==> config.mk <==
export PLATFORM = sky130hd
export DESIGN_NAME = hilbert_curve_turtle_generator_unit
export DESIGN_NICKNAME = d
export VERILOG_FILES = /design/src/design/hctg_pkg.sv /design/src/design/hctg_ram.sv /design/src/design/hilbert_curve_turtle_generator_unit.sv
export SDC_FILE = /design/constraint.sdc
export NUM_CORES = 1
export LEC_CHECK = 0
export BUFFER_PORTS_ARGS = -buffer_cell sky130_fd_sc_hd__buf_2
export CAP_MARGIN = 40
export CORE_MARGIN = 2
export CORE_UTILIZATION = 55
export DETAILED_ROUTE_END_ITERATION = 6
export GPL_TIMING_DRIVEN = 0
export PLACE_DENSITY = 0.73
export SLEW_MARGIN = 20
export SYNTH_ARGS = -nofsm -noshare
export SYNTH_HDL_FRONTEND = slang
export SYNTH_SLANG_ARGS = --single-unit
==> constraint.sdc <==
create_clock -name clk -period 2.72 [get_ports clk]
set_clock_uncertainty 0.15 [all_clocks]
set_input_delay 0.408 -clock clk [delete_from_list [all_inputs] [get_ports clk]]
set_output_delay 0.408 -clock clk [all_outputs]
set_load 0.02 [all_outputs]
==> src/design/hctg_pkg.sv <==
package hctg_pkg;

	localparam int LEVEL_W = 5;
	localparam int POS_W   = 4;

	localparam logic [POS_W-1:0] PROD_LEN = 4'd11;

	localparam logic [1:0] SYM_F     = 2'd0;
	localparam logic [1:0] SYM_PLUS  = 2'd1;
	localparam logic [1:0] SYM_MINUS = 2'd2;
	localparam logic [1:0] SYM_NONE  = 2'd3;

	localparam logic [2:0] ITEM_F      = 3'd0;
	localparam logic [2:0] ITEM_PLUS   = 3'd1;
	localparam logic [2:0] ITEM_MINUS  = 3'd2;
	localparam logic [2:0] ITEM_NONE   = 3'd3;
	localparam logic [2:0] ITEM_CALL_L = 3'd4;
	localparam logic [2:0] ITEM_CALL_R = 3'd5;

	localparam logic KIND_LEFT  = 1'b0;
	localparam logic KIND_RIGHT = 1'b1;

	typedef struct packed {
		logic             kind;
		logic [POS_W-1:0] pos;
	} frame_t;

	localparam int FRAME_W = $bits(frame_t);

	// The right production is the left one with turns and call kinds swapped.
	function automatic logic [2:0] prod_item(input logic kind, input logic [POS_W-1:0] pos);
		logic [2:0] it;
		logic [2:0] res;
		case (pos)
			4'd0:    it = ITEM_MINUS;
			4'd1:    it = ITEM_CALL_R;
			4'd2:    it = ITEM_F;
			4'd3:    it = ITEM_PLUS;
			4'd4:    it = ITEM_CALL_L;
			4'd5:    it = ITEM_F;
			4'd6:    it = ITEM_CALL_L;
			4'd7:    it = ITEM_PLUS;
			4'd8:    it = ITEM_F;
			4'd9:    it = ITEM_CALL_R;
			4'd10:   it = ITEM_MINUS;
			default: it = ITEM_NONE;
		endcase
		res = it;
		if (kind == KIND_RIGHT) begin
			case (it)
				ITEM_MINUS:  res = ITEM_PLUS;
				ITEM_PLUS:   res = ITEM_MINUS;
				ITEM_CALL_L: res = ITEM_CALL_R;
				ITEM_CALL_R: res = ITEM_CALL_L;
				default:     res = it;
			endcase
		end
		return res;
	endfunction

endpackage

==> src/design/hctg_ram.sv <==
module hctg_ram #(
	parameter int WIDTH = 5,
	parameter int DEPTH = 16
) (
	input  logic                                   clk,
	input  logic                                   we,
	input  logic [(DEPTH > 1 ? $clog2(DEPTH) : 1)-1:0] waddr,
	input  logic [WIDTH-1:0]                       wdata,
	input  logic [(DEPTH > 1 ? $clog2(DEPTH) : 1)-1:0] raddr,
	output logic [WIDTH-1:0]                       rdata
);

	logic [WIDTH-1:0] mem [DEPTH];

	always_ff @(posedge clk) begin
		if (we) begin
			mem[waddr] <= wdata;
		end
		rdata <= mem[raddr];
	end

endmodule

==> src/design/hilbert_curve_turtle_generator_unit.sv <==
// Hilbert curve turtle command source.
//
// Each item on the s_ side requests one symbol. Bit 0 of s_tdata set starts
// a new curve at the order held in the configuration register, clear asks
// for the next symbol of the running curve. Each item yields exactly one
// item on the m_ side: the symbol in m_tdata[1:0] (forward, right, left or
// none) and m_tlast on the final symbol of the curve. The order is written
// through cfg_valid/cfg_data only while the block is idle, which the user
// must ensure (unenforced); orders above MAX_LEVEL are clamped at curve start.
//
// The stack of frames lives in a one-port-write, one-port-read memory; the
// top frame is held in a register. A symbol that follows directly from the
// top frame leaves through the output register, and a new item is taken in
// the cycle a symbol is produced, so the rate is one item per cycle along
// such runs while m_tready does not stall. Each skipped or pushed call takes
// a step of its own, each finished frame a pop and then a memory read, and a
// none result passes through a state of its own. A stall on m_tready holds
// the symbol step and stops further items; the waiting result stays in the
// output register. Reset leaves no curve running and the order at one.
module hilbert_curve_turtle_generator_unit #(
	parameter int MAX_LEVEL = 16
) (
	input  logic       clk,
	input  logic       arst_n,
	input  logic       s_tvalid,
	output logic       s_tready,
	input  logic [7:0] s_tdata,   // [0] restart, [7:1] zero
	output logic       m_tvalid,
	input  logic       m_tready,
	output logic [7:0] m_tdata,   // [1:0] symbol, [7:2] zero
	output logic       m_tlast,
	input  logic       cfg_valid,
	output logic       cfg_ready,
	input  logic [4:0] cfg_data
);

	localparam int AW = (MAX_LEVEL > 1) ? $clog2(MAX_LEVEL) : 1;
	localparam int DW = $clog2(MAX_LEVEL + 1);
	localparam int LW = hctg_pkg::LEVEL_W;

	localparam logic [1:0] ST_IDLE = 2'd0;
	localparam logic [1:0] ST_RUN  = 2'd1;
	localparam logic [1:0] ST_LOAD = 2'd2;
	localparam logic [1:0] ST_NONE = 2'd3;

	logic [1:0]           state_q, state_nxt;
	hctg_pkg::frame_t     top_q, top_nxt;
	logic [DW-1:0]        depth_q, depth_nxt;
	logic                 finished_q, finished_nxt;
	logic [LW-1:0]        active_q, active_nxt;
	logic [LW-1:0]        level_q;
	logic                 out_valid_q;
	logic [1:0]           out_sym_q;
	logic                 out_last_q;

	logic                 slot_free;
	logic                 emit;
	logic [1:0]           emit_sym;
	logic                 emit_last;
	logic [2:0]           item;
	logic [3:0]           pos_inc;
	logic [DW-1:0]        top_idx;
	logic [DW:0]          below_idx;
	logic                 mem_we;
	hctg_pkg::frame_t     mem_wdata;
	logic [hctg_pkg::FRAME_W-1:0] mem_rdata;
	logic                 accept;
	logic [LW-1:0]        level_sat;

	assign slot_free = !out_valid_q || m_tready;
	assign item      = hctg_pkg::prod_item(top_q.kind, top_q.pos);
	assign pos_inc   = top_q.pos + 4'd1;
	assign top_idx   = depth_q - DW'(1);
	assign below_idx = {1'b0, depth_q} - (DW + 1)'(2);
	assign level_sat = (level_q > LW'(MAX_LEVEL)) ? LW'(MAX_LEVEL) : level_q;
	assign mem_wdata = '{kind: top_q.kind, pos: pos_inc};

	hctg_ram #(
		.WIDTH(hctg_pkg::FRAME_W),
		.DEPTH(MAX_LEVEL)
	) u_stack (
		.clk  (clk),
		.we   (mem_we),
		.waddr(top_idx[AW-1:0]),
		.wdata(mem_wdata),
		.raddr(below_idx[AW-1:0]),
		.rdata(mem_rdata)
	);

	always_comb begin
		state_nxt    = state_q;
		top_nxt      = top_q;
		depth_nxt    = depth_q;
		finished_nxt = finished_q;
		active_nxt   = active_q;
		emit         = 1'b0;
		emit_sym     = hctg_pkg::SYM_NONE;
		emit_last    = 1'b0;
		mem_we       = 1'b0;

		case (state_q)
			ST_RUN: begin
				if (top_q.pos >= hctg_pkg::PROD_LEN) begin
					if (depth_q == DW'(1)) begin
						if (slot_free) begin
							emit         = 1'b1;
							depth_nxt    = '0;
							finished_nxt = 1'b1;
							state_nxt    = ST_IDLE;
						end
					end else begin
						depth_nxt = depth_q - DW'(1);
						state_nxt = ST_LOAD;
					end
				end else if (item == hctg_pkg::ITEM_CALL_L || item == hctg_pkg::ITEM_CALL_R) begin
					top_nxt.pos = pos_inc;
					if (LW'(depth_q) < active_q) begin
						mem_we       = 1'b1;
						top_nxt.kind = (item == hctg_pkg::ITEM_CALL_R) ? hctg_pkg::KIND_RIGHT
							: hctg_pkg::KIND_LEFT;
						top_nxt.pos  = '0;
						depth_nxt    = depth_q + DW'(1);
					end
				end else if (slot_free) begin
					emit        = 1'b1;
					emit_sym    = item[1:0];
					top_nxt.pos = pos_inc;
					state_nxt   = ST_IDLE;
					if (depth_q == DW'(1) && pos_inc >= hctg_pkg::PROD_LEN) begin
						emit_last    = 1'b1;
						depth_nxt    = '0;
						finished_nxt = 1'b1;
					end
				end
			end
			ST_LOAD: begin
				top_nxt   = hctg_pkg::frame_t'(mem_rdata);
				state_nxt = ST_RUN;
			end
			ST_NONE: begin
				if (slot_free) begin
					emit      = 1'b1;
					state_nxt = ST_IDLE;
				end
			end
			default: begin
			end
		endcase

		accept = s_tvalid && ((state_q == ST_IDLE) || emit);
		if (accept) begin
			if (s_tdata[0]) begin
				active_nxt = level_sat;
				depth_nxt  = '0;
				if (level_sat == '0) begin
					finished_nxt = 1'b1;
					state_nxt    = ST_NONE;
				end else begin
					finished_nxt = 1'b0;
					depth_nxt    = DW'(1);
					top_nxt      = '{kind: hctg_pkg::KIND_LEFT, pos: '0};
					state_nxt    = ST_RUN;
				end
			end else begin
				state_nxt = finished_nxt ? ST_NONE : ST_RUN;
			end
		end
	end

	assign s_tready = (state_q == ST_IDLE) || emit;

	always_ff @(posedge clk or negedge arst_n) begin
		if (!arst_n) begin
			state_q     <= ST_IDLE;
			depth_q     <= '0;
			finished_q  <= 1'b1;
			active_q    <= '0;
			level_q     <= LW'(1);
			out_valid_q <= 1'b0;
		end else begin
			state_q    <= state_nxt;
			depth_q    <= depth_nxt;
			finished_q <= finished_nxt;
			active_q   <= active_nxt;
			if (cfg_valid) begin
				level_q <= cfg_data;
			end
			if (emit) begin
				out_valid_q <= 1'b1;
			end else if (m_tready) begin
				out_valid_q <= 1'b0;
			end
		end
	end

	always_ff @(posedge clk) begin
		top_q <= top_nxt;
		if (emit) begin
			out_sym_q  <= emit_sym;
			out_last_q <= emit_last;
		end
	end

	assign cfg_ready = 1'b1;
	assign m_tvalid  = out_valid_q;
	assign m_tdata   = {6'd0, out_sym_q};
	assign m_tlast   = out_last_q;

endmodule

Word level (Yosys, flattened, before mapping) --
Memories as Yosys holds them, arrays and structs flattened. A register that Yosys moved wholly into a read port is not among the register bits. Index checks and enable logic that the tools add are counted.
Storage, ports and cells: flip-flop bits (word level) 27, output and inout port bits 12, logic and storage cells 103, memories kept 2, bits of input ports 18, RAM bits 80, latch bits 0, memory bits (read-only) 48
Cells by class: order comparisons 4, bitwise gates (word level) 2, shift operators 0, add/sub/neg operators 4, multipliers 0, divide/modulo/power cells 0, reduce and logical (&&, ||, !) cells 13, eq/ne operators 11, muxes and demuxes 57
Memories:
- u_stack.mem | depth 16, bits a word 5, read ports 1, clocked after Yosys merged registers in 1, wr ports 1, line hctg_ram.sv:13 | logic [WIDTH-1:0] mem [DEPTH];
- (no name shown) | depth 16, bits a word 3, read ports 1, clocked after Yosys merged registers in 1, wr ports 0, line hctg_pkg.sv:34 | case (pos)
Operator list (number):
- 5-bit two-way mux | 16
- 1-bit two-way mux | 26
- 2-bit two-way mux | 8
- 3-bit == test (second input constant) | 4
- 3-bit case mux with 4 select lines | 1
- 5-bit case mux with 2 select lines | 1
- 4-bit >= comparator (second input constant) | 2
- 4-bit two-way mux | 2
- 2-bit case mux with 3 select lines | 1
- 5-bit by 1-bit adder with 5-bit output (second input constant) | 1
- 5-bit by 1-bit == test with 1-bit output (second input constant) | 1
- 5-bit > comparator (second input constant) | 1
- 5-bit logical NOT | 1
- 5-bit < comparator | 1
- 5-bit by 1-bit subtractor with 5-bit output (second input constant) | 1
- 4-bit by 1-bit adder with 4-bit output (second input constant) | 1
- 2-bit == test (second input constant) | 2
- 4-bit inequality test (second input constant) | 1
- 2-bit AND reduction | 2
- 4-bit nonzero test | 1
- 4-bit OR reduction | 1
- 4-bit by 2-bit subtractor with 4-bit output (second input constant) | 1
- 3-bit by 1-bit == test with 1-bit output (second input constant) | 1
- 3-bit by 2-bit == test with 1-bit output (second input constant) | 1
- 9 further kinds | 13

Longest topological paths before layout --
depth after elaboration 12, mapped depth 10, gate-level depth less buffers 8

By module --
From an unflattened synthesis, not the netlist that was laid out.
Unflattened totals: cells, all modules 403, area total of the unflattened synthesis 5338.9 µm²
Modules (own cells, without submodules):
- hctg_ram | cells each 155, instances 1, area each 3213.1 µm², seq. area each 2502.4 µm²
- hilbert_curve_turtle_generator_unit | cells each 248, instances 1, area each 2125.8 µm², seq. area each 728.2 µm²

Worst setup path before layout --
OpenSTA, ideal clock, no wires.
path kind flip-flop to flip-flop, start point register depth_q[1], end point register top_q, in the netlist mem_wdata[4], period minus slack after synthesis 2.910 ns, arrival 2.673 ns, path buffers 2, library setup time 0.087 ns, setup slack -0.190 ns, data required time 2.483 ns, cell stages (with the launch flop) 11, path through dfrtp_1 buf_1 inv_1 ha_1 nor4b_4 mux2_4 a41o_1 nor3b_1 buf_2 or3b_1 o31ai_1
RTL lines:
- from (decl) | line hilbert_curve_turtle_generator_unit.sv:48 | logic [DW-1:0] depth_q, depth_nxt;
- from (signal assigned) | line hilbert_curve_turtle_generator_unit.sv:182 | depth_q <= depth_nxt;
- to (signal assigned) | line hilbert_curve_turtle_generator_unit.sv:197 | top_q <= top_nxt;
- to (decl) | line hilbert_curve_turtle_generator_unit.sv:47 | hctg_pkg::frame_t top_q, top_nxt;

Worst setup path in the final report --
start point register depth_q[4], end point register depth_q[4]
On the way: word-level cells in the longest chain between the ends 9, elaborated cells on any way between the ends 20, classes of those cells add/sub (2); order compare (1); eq/ne (1); mux (13); reduce/logical (3)
Ends and longest elaborated chain:
- parallel branches: the longest is 8 deep, another holds 5-bit by 1-bit adder with 5-bit output
- 5-bit two-way mux (*) | line hilbert_curve_turtle_generator_unit.sv:151 | if (accept) begin
- net depth_nxt[4] | line hilbert_curve_turtle_generator_unit.sv:48
Mark *: on every way through the listed nets, which the timed path passes. A chain may end at the register's enable or synchronous reset.

==> impl_results.html <==
<table>
<tr><th>Metric</th><th>Value</th></tr>
<tr><th colspan="2">Yosys</th></tr>
<tr><td>Synthesized flop and latch total</td><td>115</td></tr>
<tr><td>Cell Area, Synth</td><td>0.005386 mm²</td></tr>
<tr><td>Portion of synthesized cell area occupied by the leading cell type</td><td>46.27%</td></tr>
<tr><td>Gate count of the mapped netlist</td><td>385</td></tr>
<tr><td>Cells taking the most area after synthesis</td><td>sky130_fd_sc_hd__edfxtp_1, sky130_fd_sc_hd__mux4_2, sky130_fd_sc_hd__dfrtp_1, sky130_fd_sc_hd__dfxtp_1, sky130_fd_sc_hd__ha_1</td></tr>
<tr><td>Distinct cell type count after synthesis</td><td>61</td></tr>
<tr><td>Dominant cell type by area after synthesis</td><td>sky130_fd_sc_hd__edfxtp_1</td></tr>
<tr><td>Async SR Flop Fraction</td><td>16.52%</td></tr>
<tr><td>Post-synth top flop</td><td>sky130_fd_sc_hd__edfxtp_1</td></tr>
<tr><td>Synthesis warning total</td><td>0</td></tr>
<tr><td>Avg Cell Area, Syn</td><td>13.99 µm²</td></tr>
<tr><td>Sequential-to-total area share from yosys stat</td><td>59.98%</td></tr>
<tr><td>Number of flops mapped to enable cells by yosys</td><td>83</td></tr>
<tr><th colspan="2">Power</th></tr>
<tr><td>Power density over cell area</td><td>1125 mW/mm²</td></tr>
<tr><td>Reported leakage power</td><td>2.479 nW</td></tr>
<tr><td>Maximum vdd ir drop</td><td>0.6627 mV</td></tr>
<tr><th colspan="2">Drt</th></tr>
<tr><td>Remaining antenna violation count after routing</td><td>0</td></tr>
<tr><td>Starting DRC count in detailed routing</td><td>305</td></tr>
<tr><td>Drt wl/cell</td><td>21.05 µm</td></tr>
<tr><td>Detailed-route vias per instance</td><td>6.027</td></tr>
<tr><td>Via count</td><td>3592</td></tr>
<tr><td>Wirelength, routed</td><td>12550 µm</td></tr>
<tr><td>Drt first pass iters</td><td>5</td></tr>
<tr><td># DRC</td><td>0</td></tr>
<tr><th colspan="2">STA</th></tr>
<tr><td>Hold violation count in the final report</td><td>0</td></tr>
<tr><td>Max-slew violations</td><td>0</td></tr>
<tr><td>Tmin final</td><td>2.713 ns</td></tr>
<tr><td>Worst Slack Setup Final</td><td>0.007017 ns</td></tr>
<tr><td>Pin slew with the least headroom to its limit</td><td>0.6835 ns</td></tr>
<tr><td>Share of the clock period used by the worst path after layout</td><td>99.74%</td></tr>
<tr><td>F_max</td><td>368.6 MHz</td></tr>
<tr><td>RSZ-0062 raised after global routing</td><td>yes</td></tr>
<tr><td>Tightest slew margin relative to the limit</td><td>54.28%</td></tr>
<tr><td>Worst hold-check slack</td><td>0.07858 ns</td></tr>
<tr><td>Final setup fails</td><td>0</td></tr>
<tr><th colspan="2">Clock network</th></tr>
<tr><td>Clock Root Buffer</td><td>sky130_fd_sc_hd__clkbuf_8</td></tr>
<tr><td>Maximum buffer depth of the clock tree</td><td>2</td></tr>
<tr><td>Clock slew at reported path FFs</td><td>0.06 ns</td></tr>
<tr><td>Sinks on Clock Net</td><td>115</td></tr>
<tr><td>Clk Latency, worst-skew pair</td><td>0.51 ns</td></tr>
<tr><td>Clock tree from TritonCTS</td><td>built</td></tr>
<tr><td>Total clock buffers created by CTS</td><td>17</td></tr>
<tr><td>Depth of the CTS H-tree</td><td>4</td></tr>
<tr><th colspan="2">Placement</th></tr>
<tr><td>RD Place Congestion</td><td>0.8749</td></tr>
<tr><td>Count of buffers inserted at the top-level ports</td><td>15</td></tr>
<tr><td>Dpl ws</td><td>-0.4800 ns</td></tr>
<tr><td>Hpwl dp</td><td>7502 µm</td></tr>
<tr><th colspan="2">Cells and area</th></tr>
<tr><td>Signed area change from the synthesized netlist to the final layout</td><td>24.67%</td></tr>
<tr><td>Net count reported at finish</td><td>487</td></tr>
<tr><td>Ant diodes</td><td>0</td></tr>
<tr><td>Fraction of layout instances using a drive strength above 1</td><td>34.77%</td></tr>
<tr><td>Count of fill cells added during filler insertion</td><td>636</td></tr>
<tr><td>Most frequent cells in the layout</td><td>sky130_fd_sc_hd__edfxtp_1, sky130_fd_sc_hd__mux4_2, sky130_fd_sc_hd__buf_4, sky130_fd_sc_hd__o21ai_0, sky130_fd_sc_hd__buf_2</td></tr>
<tr><td>Most common library cell in the layout ignoring fill and taps</td><td>sky130_fd_sc_hd__edfxtp_1</td></tr>
<tr><th colspan="2">Global route</th></tr>
<tr><td>Vias in the first global route</td><td>3335</td></tr>
<tr><td>Total gr overflow</td><td>0</td></tr>
<tr><td>Largest net degree at the start of global routing</td><td>21</td></tr>
<tr><td>GRT Util Overall</td><td>23.95%</td></tr>
<tr><td>Number of antenna violations at the first check in global routing</td><td>0</td></tr>
<tr><td>First-pass GRT wire length</td><td>18260 µm</td></tr>
<tr><th colspan="2">Die</th></tr>
<tr><td>Total number of placement rows</td><td>36</td></tr>
<tr><td>Area of the core</td><td>0.009639 mm²</td></tr>
<tr><td>IO Count</td><td>30</td></tr>
<tr><td>Vertical extent of the die</td><td>103.0 µm</td></tr>
<tr><td>Initial Utilization</td><td>55.88%</td></tr>
<tr><td>Die Area</td><td>0.01060 mm²</td></tr>
<tr><td>Die width</td><td>103.0 µm</td></tr>
<tr><th colspan="2">Setup path</th></tr>
<tr><td>Worst Path Class, Setup</td><td>reg2reg</td></tr>
<tr><td>Crit path required time</td><td>3.00 ns</td></tr>
<tr><td>Maximum fanout count along the critical path</td><td>6</td></tr>
<tr><td>Signal arrival time at the worst endpoint</td><td>3.00 ns</td></tr>
<tr><td>Critical Path Start Type</td><td>register</td></tr>
<tr><td>Kind of capture point of the worst setup path</td><td>register</td></tr>
<tr><th colspan="2">Run status</th></tr>
<tr><td>Outcome</td><td>completed</td></tr>
<tr><th colspan="2">Hold path</th></tr>
<tr><td>Worst min-delay path category</td><td>in2reg</td></tr>
<tr><th colspan="2">Job</th></tr>
<tr><td>Max-capacitance violation count</td><td>0</td></tr>
</table>
final cells by class:
class | count | area (µm²) | area share (%)
inverter | 18 | 78.83 | 1.174
multi-input combinational | 234 | 2211 | 32.92
sequential | 115 | 3234 | 48.16
clock buffer | 17 | 414.1 | 6.167
tap | 133 | 166.4 | 2.478
clock inverter | 15 | 155.1 | 2.310
timing repair buffer | 41 | 302.8 | 4.509
buffer | 23 | 152.6 | 2.273
cell families (layout without fill, tap and decap cells):
| kind of cell | count (synthesis) | after routing | synth area share, % |
|---|---|---|---|
| mux | 36 | 36 | 12.75 |
| fa+ha+maj | 19 | 19 | 4.414 |
| buf+inv | 41 | 114 | 3.624 |
| xor+xnor | 9 | 9 | 1.463 |
| flops | 115 | 115 | 59.98 |
| simple gates | 93 | 93 | 8.989 |
| compound gates | 70 | 70 | 8.641 |
| other cells | 2 | 7 | 0.1394 |
worst paths after layout:
| path | cells after the start | slack (ns) | end | startpoint |
|---|---|---|---|---|
| max reg2reg | 8 | 0.007 | depth_q[4] | depth_q[4] |
| max in group asynchronous | 2 | 1.85 | depth_q[1] | arst_n |
| min in group asynchronous | 2 | 0.23 | m_tvalid | arst_n |
| max | 8 | 0.007 | depth_q[4] | depth_q[4] |
| min | 2 | 0.08 | level_q[3] | cfg_valid |
| min reg2reg | 1 | 0.37 | active_q[4] | active_q[4] |
through the flow:
stage / util, % / total power, mW / instance area (µm²) / std cells / TNS (ns)
after global routing: 69.67 / 7.873 / 6715 / 596 / -2.211
after detailed placement: 58.70 / 4.824 / 5658 / 538 / -27.66
after floorplan: - / 4.210 / 5409 / 390 / 0
after global placement: 58.62 / 4.760 / 5650 / 538 / -22.26
final: 69.67 / 7.557 / 6715 / 596 / 0
after CTS: 66.87 / 7.146 / 6446 / 581 / -5.062
flip-flops by register name (all words and copies together) (netlist names), named ones only:
signal         flops
state_q            2
mem_wdata          1
out_sym_q          2
level_q            5
m_tvalid           1
u_stack.rdata      5
depth_q            5
top_q              4
finished_q         1
u_stack.mem       80
m_tlast            1
active_q           5
metal layers:
metal | vias up | wire [µm] | track usage (%)
met5 | - | 0 | 0
met4 | 0 | 382 | 10.32
met3 | 34 | 645 | 5.695
met1 | 1812 | 5254 | 31.96
met2 | 151 | 6264 | 37.96
li1 | 1595 | - | -
power by group:
part / switching [mW] / total, mW / internal [mW]
Clock: 0.825 / 2.13 / 1.31
Sequential: 0.179 / 2.45 / 2.27
Combinational: 1.75 / 2.98 / 1.22
Yosys cell counts (4+ instances only):
| master | number |
|---|---|
| sky130_fd_sc_hd__a21oi_1 | 15 |
| sky130_fd_sc_hd__a22oi_1 | 4 |
| sky130_fd_sc_hd__buf_2 | 6 |
| sky130_fd_sc_hd__buf_4 | 7 |
| sky130_fd_sc_hd__clkbuf_1 | 8 |
| sky130_fd_sc_hd__dfrtp_1 | 17 |
| sky130_fd_sc_hd__dfxtp_1 | 13 |
| sky130_fd_sc_hd__edfxtp_1 | 83 |
| sky130_fd_sc_hd__ha_1 | 19 |
| sky130_fd_sc_hd__inv_1 | 18 |
| sky130_fd_sc_hd__mux2_2 | 7 |
| sky130_fd_sc_hd__mux4_2 | 25 |
| sky130_fd_sc_hd__nand2_1 | 23 |
| sky130_fd_sc_hd__nand2b_1 | 7 |
| sky130_fd_sc_hd__nand3_1 | 6 |
| sky130_fd_sc_hd__nand3b_1 | 6 |
| sky130_fd_sc_hd__nor2_1 | 27 |
| sky130_fd_sc_hd__nor3_1 | 4 |
| sky130_fd_sc_hd__o21ai_0 | 19 |
| sky130_fd_sc_hd__xnor2_1 | 5 |
| sky130_fd_sc_hd__xor2_1 | 4 |
timing repair:
action | CTS | global route
buffers inserted | 5 | 13
hold buffers | 6 | 0
endpoints found under the hold margin | 24 | 0
pin swaps | 1 | 14
endpoints found under the setup margin | 99 | 84
resized for setup | 35 | 36
critical path: stages, from the launching register on:
cell                       delay (ns)
sky130_fd_sc_hd__dfrtp_1         0.47
sky130_fd_sc_hd__ha_1            0.27
sky130_fd_sc_hd__nor3b_2         0.33
sky130_fd_sc_hd__o211ai_1        0.29
sky130_fd_sc_hd__buf_4           0.22
sky130_fd_sc_hd__a21boi_1        0.23
sky130_fd_sc_hd__nand3_1         0.16
sky130_fd_sc_hd__or3_1           0.33
sky130_fd_sc_hd__a31oi_1         0.17
Power figures use the tool's default switching activity.
